[config.mk]
export PLATFORM = sky130hd
export DESIGN_NAME = indexed_list_insert_delete
export DESIGN_NICKNAME = d
export VERILOG_FILES = /design/src/rtl/core/ilid_pkg.sv /design/src/rtl/core/ilid_cell.sv /design/src/rtl/core/indexed_list_insert_delete.sv
export SDC_FILE = /design/constraint.sdc
export NUM_CORES = 1
export LEC_CHECK = 0
export ABC_AREA = 1
export ABC_CLOCK_PERIOD_IN_PS = 14000
export BUFFER_PORTS_ARGS = -buffer_cell sky130_fd_sc_hd__buf_2
export CORE_MARGIN = 3
export CORE_UTILIZATION = 25
export DETAILED_ROUTE_END_ITERATION = 10
export GPL_ROUTABILITY_DRIVEN = 1
export PLACE_DENSITY_LB_ADDON = 0.3
export RECOVER_POWER = 25
export SYNTH_ARGS = -nofsm -noshare
export SYNTH_HDL_FRONTEND = slang
export SYNTH_HIERARCHICAL = 1
export SYNTH_SLANG_ARGS = --single-unit
export TNS_END_PERCENT = 20
[constraint.sdc]
create_clock -name clock -period 14 [get_ports clock]
set_clock_uncertainty 0.05 [all_clocks]
set_input_delay 1.4 -clock clock [delete_from_list [all_inputs] [get_ports clock]]
set_output_delay 1.4 -clock clock [all_outputs]
set_load 0.05 [all_outputs]
[src/rtl/core/ilid_pkg.sv]
`timescale 1ns / 1ps
// ----------------------------------------------------------------------------
// ilid_pkg: shared types and constants for the indexed list
// Operation and status codes, field widths and the per-cell control word.
// ----------------------------------------------------------------------------
package ilid_pkg;

   localparam int unsigned DATA_W       = 32;
   localparam int unsigned POS_W        = 16;
   localparam int unsigned OCC_W        = 5;
   localparam int unsigned CAPACITY_DEF = 16;

   typedef enum logic [1:0] {
      OP_GET    = 2'd0,
      OP_INSERT = 2'd1,
      OP_APPEND = 2'd2,
      OP_DELETE = 2'd3
   } op_type;

   typedef enum logic [1:0] {
      ST_DONE  = 2'd0,
      ST_RANGE = 2'd1,
      ST_FULL  = 2'd2
   } status_type;

   // Command broadcast to every cell of the row.
   typedef struct packed {
      logic             ins;   // place a value at pos, shift later cells up
      logic             del;   // drop entry at pos, shift later cells down
      logic [POS_W-1:0] pos;
   } cell_ctrl_type;

endpackage

[src/rtl/core/ilid_cell.sv]
`timescale 1ns / 1ps
// ----------------------------------------------------------------------------
// ilid_cell: one list slot
// Holds one entry; loads, takes its left or right neighbor, or holds.
// ----------------------------------------------------------------------------
module ilid_cell #(
   parameter int unsigned INDEX = 0
) (
   input  logic                                  clock,
   input  ilid_pkg::cell_ctrl_type               ctrl,
   input  logic signed [ilid_pkg::DATA_W-1:0]    in_value,
   input  logic signed [ilid_pkg::DATA_W-1:0]    left_value,
   input  logic signed [ilid_pkg::DATA_W-1:0]    right_value,
   output logic signed [ilid_pkg::DATA_W-1:0]    cell_value,
   output logic signed [ilid_pkg::DATA_W-1:0]    read_value
);

   localparam logic [ilid_pkg::POS_W-1:0] MY_POS = ilid_pkg::POS_W'(INDEX);

   logic                                 at_pos;
   logic                                 above_pos;
   logic signed [ilid_pkg::DATA_W-1:0]   value_ff;
   logic signed [ilid_pkg::DATA_W-1:0]   value_in;

   assign at_pos    = (ctrl.pos == MY_POS);
   assign above_pos = (ctrl.pos < MY_POS);

   always_comb begin
      value_in = value_ff;
      if (ctrl.ins) begin
         if (at_pos) begin
            value_in = in_value;
         end else if (above_pos) begin
            value_in = left_value;
         end
      end else if (ctrl.del) begin
         if (at_pos || above_pos) begin
            value_in = right_value;
         end
      end
   end

   always_ff @(posedge clock) begin
      value_ff <= value_in;
   end

   assign cell_value = value_ff;
   // masked so the top can OR all cells together
   assign read_value = at_pos ? value_ff : '0;

endmodule

[src/rtl/core/indexed_list_insert_delete.sv]
`timescale 1ns / 1ps
// ----------------------------------------------------------------------------
// indexed_list_insert_delete: position-addressed list of signed words
// Row of CAPACITY cells with an occupancy counter and a registered result.
// ----------------------------------------------------------------------------
// Takes one operation per clock unless a result waits on rsp_ready, and
// returns one result per operation in the next cycle. Each cell holds one
// entry; insert and delete move every later entry to its neighbor cell in that
// same cycle, so the next operation can follow at once. Get reads the cell at
// the position through a masked OR across the row. The result sits in an
// output register, and a new request is taken whenever that register is empty
// or being drained in the same cycle. Insert beyond the count, and get or
// delete at or beyond it, report out of range; insert or append with the list
// full is dropped and reports full. The range check on insert comes before the
// full check. Occupancy reports the low five bits of the count.
module indexed_list_insert_delete #(
   parameter int unsigned CAPACITY = ilid_pkg::CAPACITY_DEF
) (
   input  logic                                  clock,
   input  logic                                  reset,
   input  logic                                  req_valid,
   output logic                                  req_ready,
   input  logic [1:0]                            req_op,
   input  logic [ilid_pkg::POS_W-1:0]            req_position,
   input  logic signed [ilid_pkg::DATA_W-1:0]    req_value,
   output logic                                  rsp_valid,
   input  logic                                  rsp_ready,
   output logic signed [ilid_pkg::DATA_W-1:0]    rsp_read_value,
   output logic [1:0]                            rsp_status,
   output logic [ilid_pkg::OCC_W-1:0]            rsp_occupancy
);

   localparam int unsigned CNT_W = $clog2(CAPACITY + 1);
   localparam int unsigned DW    = ilid_pkg::DATA_W;
   localparam int unsigned PW    = ilid_pkg::POS_W;
   localparam int unsigned OW    = ilid_pkg::OCC_W;
   localparam logic [CNT_W-1:0] CNT_FULL = CNT_W'(CAPACITY);

   // request side
   logic                    accept;
   ilid_pkg::op_type        op;
   logic [PW-1:0]           count_ext;
   logic                    full;

   // list state
   logic [CNT_W-1:0]        count_ff;
   logic [CNT_W-1:0]        count_in;
   ilid_pkg::cell_ctrl_type ctrl;
   logic signed [DW-1:0]    cell_value [CAPACITY];
   logic signed [DW-1:0]    cell_read  [CAPACITY];
   logic signed [DW-1:0]    row_read;

   // result register
   logic                    rsp_valid_ff;
   logic                    rsp_valid_in;
   logic signed [DW-1:0]    read_value_ff;
   logic signed [DW-1:0]    read_value_in;
   ilid_pkg::status_type    status_ff;
   ilid_pkg::status_type    status_in;
   logic [OW-1:0]           occ_ff;
   logic [OW-1:0]           occ_in;
   logic [CNT_W+OW-1:0]     count_wide;

   assign req_ready = !rsp_valid_ff || rsp_ready;
   assign accept    = req_valid && req_ready;
   assign op        = ilid_pkg::op_type'(req_op);
   assign count_ext = PW'(count_ff);
   assign full      = (count_ff == CNT_FULL);

   // decode: pick the cell command, new count and result fields
   always_comb begin
      ctrl.ins      = 1'b0;
      ctrl.del      = 1'b0;
      ctrl.pos      = req_position;
      count_in      = count_ff;
      read_value_in = '0;
      status_in     = ilid_pkg::ST_DONE;
      case (op)
         ilid_pkg::OP_GET: begin
            if (req_position < count_ext) begin
               read_value_in = row_read;
            end else begin
               read_value_in = -1;
               status_in     = ilid_pkg::ST_RANGE;
            end
         end
         ilid_pkg::OP_INSERT: begin
            if (req_position > count_ext) begin
               status_in = ilid_pkg::ST_RANGE;
            end else if (full) begin
               status_in = ilid_pkg::ST_FULL;
            end else begin
               ctrl.ins = accept;
               count_in = count_ff + CNT_W'(1);
            end
         end
         ilid_pkg::OP_APPEND: begin
            ctrl.pos = count_ext;
            if (full) begin
               status_in = ilid_pkg::ST_FULL;
            end else begin
               ctrl.ins = accept;
               count_in = count_ff + CNT_W'(1);
            end
         end
         ilid_pkg::OP_DELETE: begin
            if (req_position >= count_ext) begin
               status_in = ilid_pkg::ST_RANGE;
            end else begin
               ctrl.del = accept;
               count_in = count_ff - CNT_W'(1);
            end
         end
         default: begin
            status_in = ilid_pkg::ST_DONE;
         end
      endcase
   end

   // row of cells, each wired to its two neighbors
   for (genvar i = 0; i < CAPACITY; i++) begin : g_cell
      logic signed [DW-1:0] left_value;
      logic signed [DW-1:0] right_value;

      if (i == 0) begin : g_first
         assign left_value = '0;
      end else begin : g_left
         assign left_value = cell_value[i-1];
      end

      if (i == CAPACITY - 1) begin : g_last
         assign right_value = '0;
      end else begin : g_right
         assign right_value = cell_value[i+1];
      end

      ilid_cell #(
         .INDEX (i)
      ) u_cell (
         .clock       (clock),
         .ctrl        (ctrl),
         .in_value    (req_value),
         .left_value  (left_value),
         .right_value (right_value),
         .cell_value  (cell_value[i]),
         .read_value  (cell_read[i])
      );
   end

   // at most one cell drives a nonzero read
   always_comb begin
      row_read = '0;
      for (int i = 0; i < CAPACITY; i++) begin
         row_read = row_read | cell_read[i];
      end
   end

   assign count_wide   = {{OW{1'b0}}, count_in};
   assign occ_in       = count_wide[OW-1:0];
   assign rsp_valid_in = accept || (rsp_valid_ff && !rsp_ready);

   always_ff @(posedge clock) begin
      if (reset) begin
         count_ff     <= '0;
         rsp_valid_ff <= 1'b0;
      end else begin
         rsp_valid_ff <= rsp_valid_in;
         if (accept) begin
            count_ff <= count_in;
         end
      end
   end

   always_ff @(posedge clock) begin
      if (accept) begin
         read_value_ff <= read_value_in;
         status_ff     <= status_in;
         occ_ff        <= occ_in;
      end
   end

   assign rsp_valid      = rsp_valid_ff;
   assign rsp_read_value = read_value_ff;
   assign rsp_status     = status_ff;
   assign rsp_occupancy  = occ_ff;

   // count never passes the number of cells
   a_count_bound: assert property (@(posedge clock) disable iff (reset)
      count_ff <= CNT_FULL)
      else $error("count above capacity");

   // a transfer always lands in the result register
   a_accept_valid: assert property (@(posedge clock) disable iff (reset)
      accept |=> rsp_valid_ff)
      else $error("accepted request produced no result");

   // append into a full list is dropped
   a_full_drop: assert property (@(posedge clock) disable iff (reset)
      accept && op == ilid_pkg::OP_APPEND && full
      |=> status_ff == ilid_pkg::ST_FULL && $stable(count_ff))
      else $error("append into full list not dropped");

   // out-of-range get reads all ones
   a_get_range: assert property (@(posedge clock) disable iff (reset)
      accept && op == ilid_pkg::OP_GET && req_position >= count_ext
      |=> read_value_ff == -1 && status_ff == ilid_pkg::ST_RANGE)
      else $error("out-of-range get result wrong");

   // get never changes the list
   a_get_hold: assert property (@(posedge clock) disable iff (reset)
      accept && op == ilid_pkg::OP_GET |=> $stable(count_ff))
      else $error("get changed the count");

endmodule
==> impl_metrics.yaml <==
clocking:
  tritoncts.num_buffers: 69
  max-clock-path-buffers: 3
  cell_chosen_for_the_clock_root: "clkbuf_16"
  clk_latency_ns: 0.65
  clk_pin_slew_worst_paths_ns: 0.05
  cts-resized-gates: 0
  cts_setup_buffers: 0
  clock_sinks: 557
  cts.htree.levels: 3
  post_cts_hold_buffers: 0
  tritoncts: "yes"
timing:
  final.setup.worst_slack_ns: 5.67
  finalSetupViolCount: 0
  relSlewSlack: -0.950
  clock_period_minus_final_worst_setup_slack_ns: 8.33
  setup-tns-final_ns: 0
  timing.final.crit_share: 0.595
  finalHoldViolations: 0
  final_slew_violations: 274
  tightest_slew_ns: 2.91
  grt_setup_unrepaired: "no"
  fmax_mhz: 120
yosys:
  yosys_most_used_dff: "edfxtp_1"
  postSynth.asyncResetShare: 0
  synth_enable_flop_cells: 551
  synthCells: 5958
  ys_types: 42
  synth.cell_area_mm2: 0.0402
  ys_seq_elements: 557
  avgSynthCellArea_um2: 6.75
  synth-seq-area-share: 0.414
  synth.yosys.warnings: 6
finish:
  area_delta_synth_final_pct: 10.4
  ff_latch_area_mm2: 0.0167
  design.final.nets: 5987
  drive_above_1_share: 0.0609
  multi_input_area_mm2: 0.0165
  filler_cell_count: 17400
power_and_ir_drop:
  intPower_mw: 2.91
  power-per-cell-area_mw_per_mm2: 88.0
  power_frac_comb: 0.077
  power.leakage_nw: 23.7
  swShare: 0.256
  power.switching_mw: 0.999
  power.clock.fraction: 0.452
  ir_drop_mv: 0.0797
  finalPower_mw: 3.91
  pwr-share-seq: 0.471
placement:
  dp_hpwl_um: 91400
  place_congestion: 0.811
  io_buffer_count: 94
  pre_cts_ws_ns: 6.93
worst_setup_path:
  worst-endpoint-arrival_ns: 8.53
  cp_common_cell: "nand2_1"
  crit_required_ns: 14.20
  crit_path_max_fanout: 164
  worstPathCellList: "clkbuf_1, nor2_1, nand2_1, nor3_1, nand2_1, nand2_4, nand2_1, nand2_1, nand2_1, nor2_1, buf_4, buf_12, o21ai_1, nor2_4"
  end_kind: "flop"
  cp_slowest_cell: "nor2_1"
  critical-path-max-stage-delay_ns: 1.51
  timing.critical_path.from_type: "input pin"
  criticalPathCategory: "in2reg"
  reg2reg_slack_ns: 6.47
die:
  number_of_core_rows: 146
  die-area_mm2: 0.166
  design.core.area_mm2: 0.159
  ios: 95
  initial_utilization: 0.253
  height_of_the_die_um: 407
  fp.dieW_um: 407
route:
  route.vias.total: 35300
  drt_first_iter_violations: 3587
  final_antenna_net_count: 0
  route.detailed.wl_per_inst_um: 16.5
  detail_route.drc_violations: 0
  viasPerCell: 4.34
  route.final.wire_length_um: 134000
  drt_pass1_iterations: 6
global_routing:
  grt_max_degree: 165
  global_route.usage.total: 0.155
  grt_antenna_before_repair: 10
  first_global_vias: 32700
  overflow: 0
  first_pass_grt_wire_length_um: 205000
run:
  drv.max_cap_violation_count: 9
run_status:
  failed_checks: "capacitance limit, slew limit"
  run_status: "complete, but fails checks"
worst_hold_path:
  hp-class: "reg2reg"
synth_stat cells (3+ instances only):
library cell	n	share of area
a21oi_1	8	0.0010
o21ai_0	49	0.0061
nand2_2	16	0.0025
nand4_1	37	0.0058
a31oi_1	3	0.00047
a21oi_2	3	0.00065
clkbuf_1	91	0.0085
nand2_1	1688	0.16
nor2_1	644	0.060
nand3b_1	3	0.00056
buf_4	25	0.0047
mux2_2	32	0.0090
inv_1	1453	0.14
buf_1	21	0.0020
nor2_8	6	0.0030
nor4_1	133	0.021
edfxtp_1	551	0.41
nor2_4	28	0.0078
nor2_2	36	0.0056
nand2_4	15	0.0042
xor2_1	3	0.00065
buf_6	51	0.014
buf_2	115	0.014
nand3_1	908	0.11
ha_1	12	0.0037
dfxtp_1	6	0.0030
state kept, by name, indices dropped and copies added, names as in the netlist:
| register | count |
|---|---|
| rsp_read_value | 32 |
| rsp_occupancy | 5 |
| g_cell.u_cell/cell_value | 512 |
| rsp_valid | 1 |
| rsp_status | 2 |
| count_ff | 5 |
kinds of logic (layout without fill, tap and decap cells):
kind of cell             Yosys count  count (layout)  synth area share
AO/OA/AOI/OAI                     69              69           0.00933
XOR/XNOR                           4               4          0.000871
adder cells (fa/ha/maj)           12              12           0.00373
buffers and inverters           1758            1743             0.179
flip-flops                       557             557             0.414
multiplexers                      32              32           0.00896
other                              1              36         0.0000932
AND/OR/NAND/NOR                 3525            3525             0.383
critical path: cells and delay by family:
family	cells	cell delay (ns)
AO/OA/AOI/OAI	1	0.23
AND/OR/NAND/NOR	10	5.20
buffers and inverters	3	1.50
through the flow:
| step | util | hold WS [ns] | cell area, um^2 | instances |
|---|---|---|---|---|
| 6_report | 0.279 | 0.472 | 44400 | 8124 |
| 3_5_place_dp | 0.266 | 0.474 | 42400 | 7996 |
| 5_1_grt | 0.279 | 0.511 | 44400 | 8120 |
| 3_3_place_gp | 0.266 | 0.433 | 42400 | 7996 |
| 4_1_cts | 0.280 | 0.482 | 44500 | 8120 |
| 2_1_floorplan | - | 0.470 | 40300 | 5989 |
power by group through the flow:
stage	logic (mW)	registers (mW)	clock network [mW]
floorplan	0.169	1.90	0
global placement	0.299	1.87	0
detailed placement	0.304	1.87	0
CTS	0.305	1.84	1.82
global route	0.335	1.84	1.87
finish	0.302	1.84	1.77
layout by cell type, fill, tap and decap left out, drive strengths merged, types with 2 or more instances in the layout:
master	netlist	final
conb	1	32
ha	12	12
xor2	3	3
and3	2	2
mux2	32	32
nor2	714	714
a21oi	11	11
bufinv	0	2
edfxtp	551	551
nor4	133	133
clkbuf	91	135
inv	1455	1455
nand3b	3	3
clkinv	0	32
nor3	3	3
nand3	910	910
dfxtp	6	6
nand4	38	38
nand2	1719	1719
buf	212	118
o21ai	51	51
a31oi	3	3
diode	0	4
cell type report:
type / instances / share of cell area
Inverter: 1455 / 0.123
Tap cell: 2146 / 0.0604
Timing Repair Buffer: 164 / 0.0212
Multi-Input combinational cell: 3674 / 0.372
Sequential cell: 557 / 0.375
Clock buffer: 89 / 0.0434
Antenna cell: 4 / 0.000225
Clock inverter: 35 / 0.00515
layer usage:
metal	GRT usage	wire [um]	up-vias
li1	-	-	18100
met1	0.228	65700	16100
met2	0.241	57800	955
met3	0.0221	8110	131
met4	0.0349	2210	8
met5	0	48	-
worst paths after layout:
kind / startpoint / end / cells after the start
hold / removal: rsp_valid$_SDFF_PP0_ / rsp_valid$_SDFF_PP0_ / 2
setup / recovery: req_position[7] / g_cell[13].u_cell/cell_value[13]$_DFFE_PP_ / 14
setup reg to reg: count_ff[4]$_SDFFE_PP0P_ / g_cell[13].u_cell/cell_value[13]$_DFFE_PP_ / 15
hold reg to reg: rsp_valid$_SDFF_PP0_ / rsp_valid$_SDFF_PP0_ / 2
Note: power is estimated with default switching activity, not from simulation.
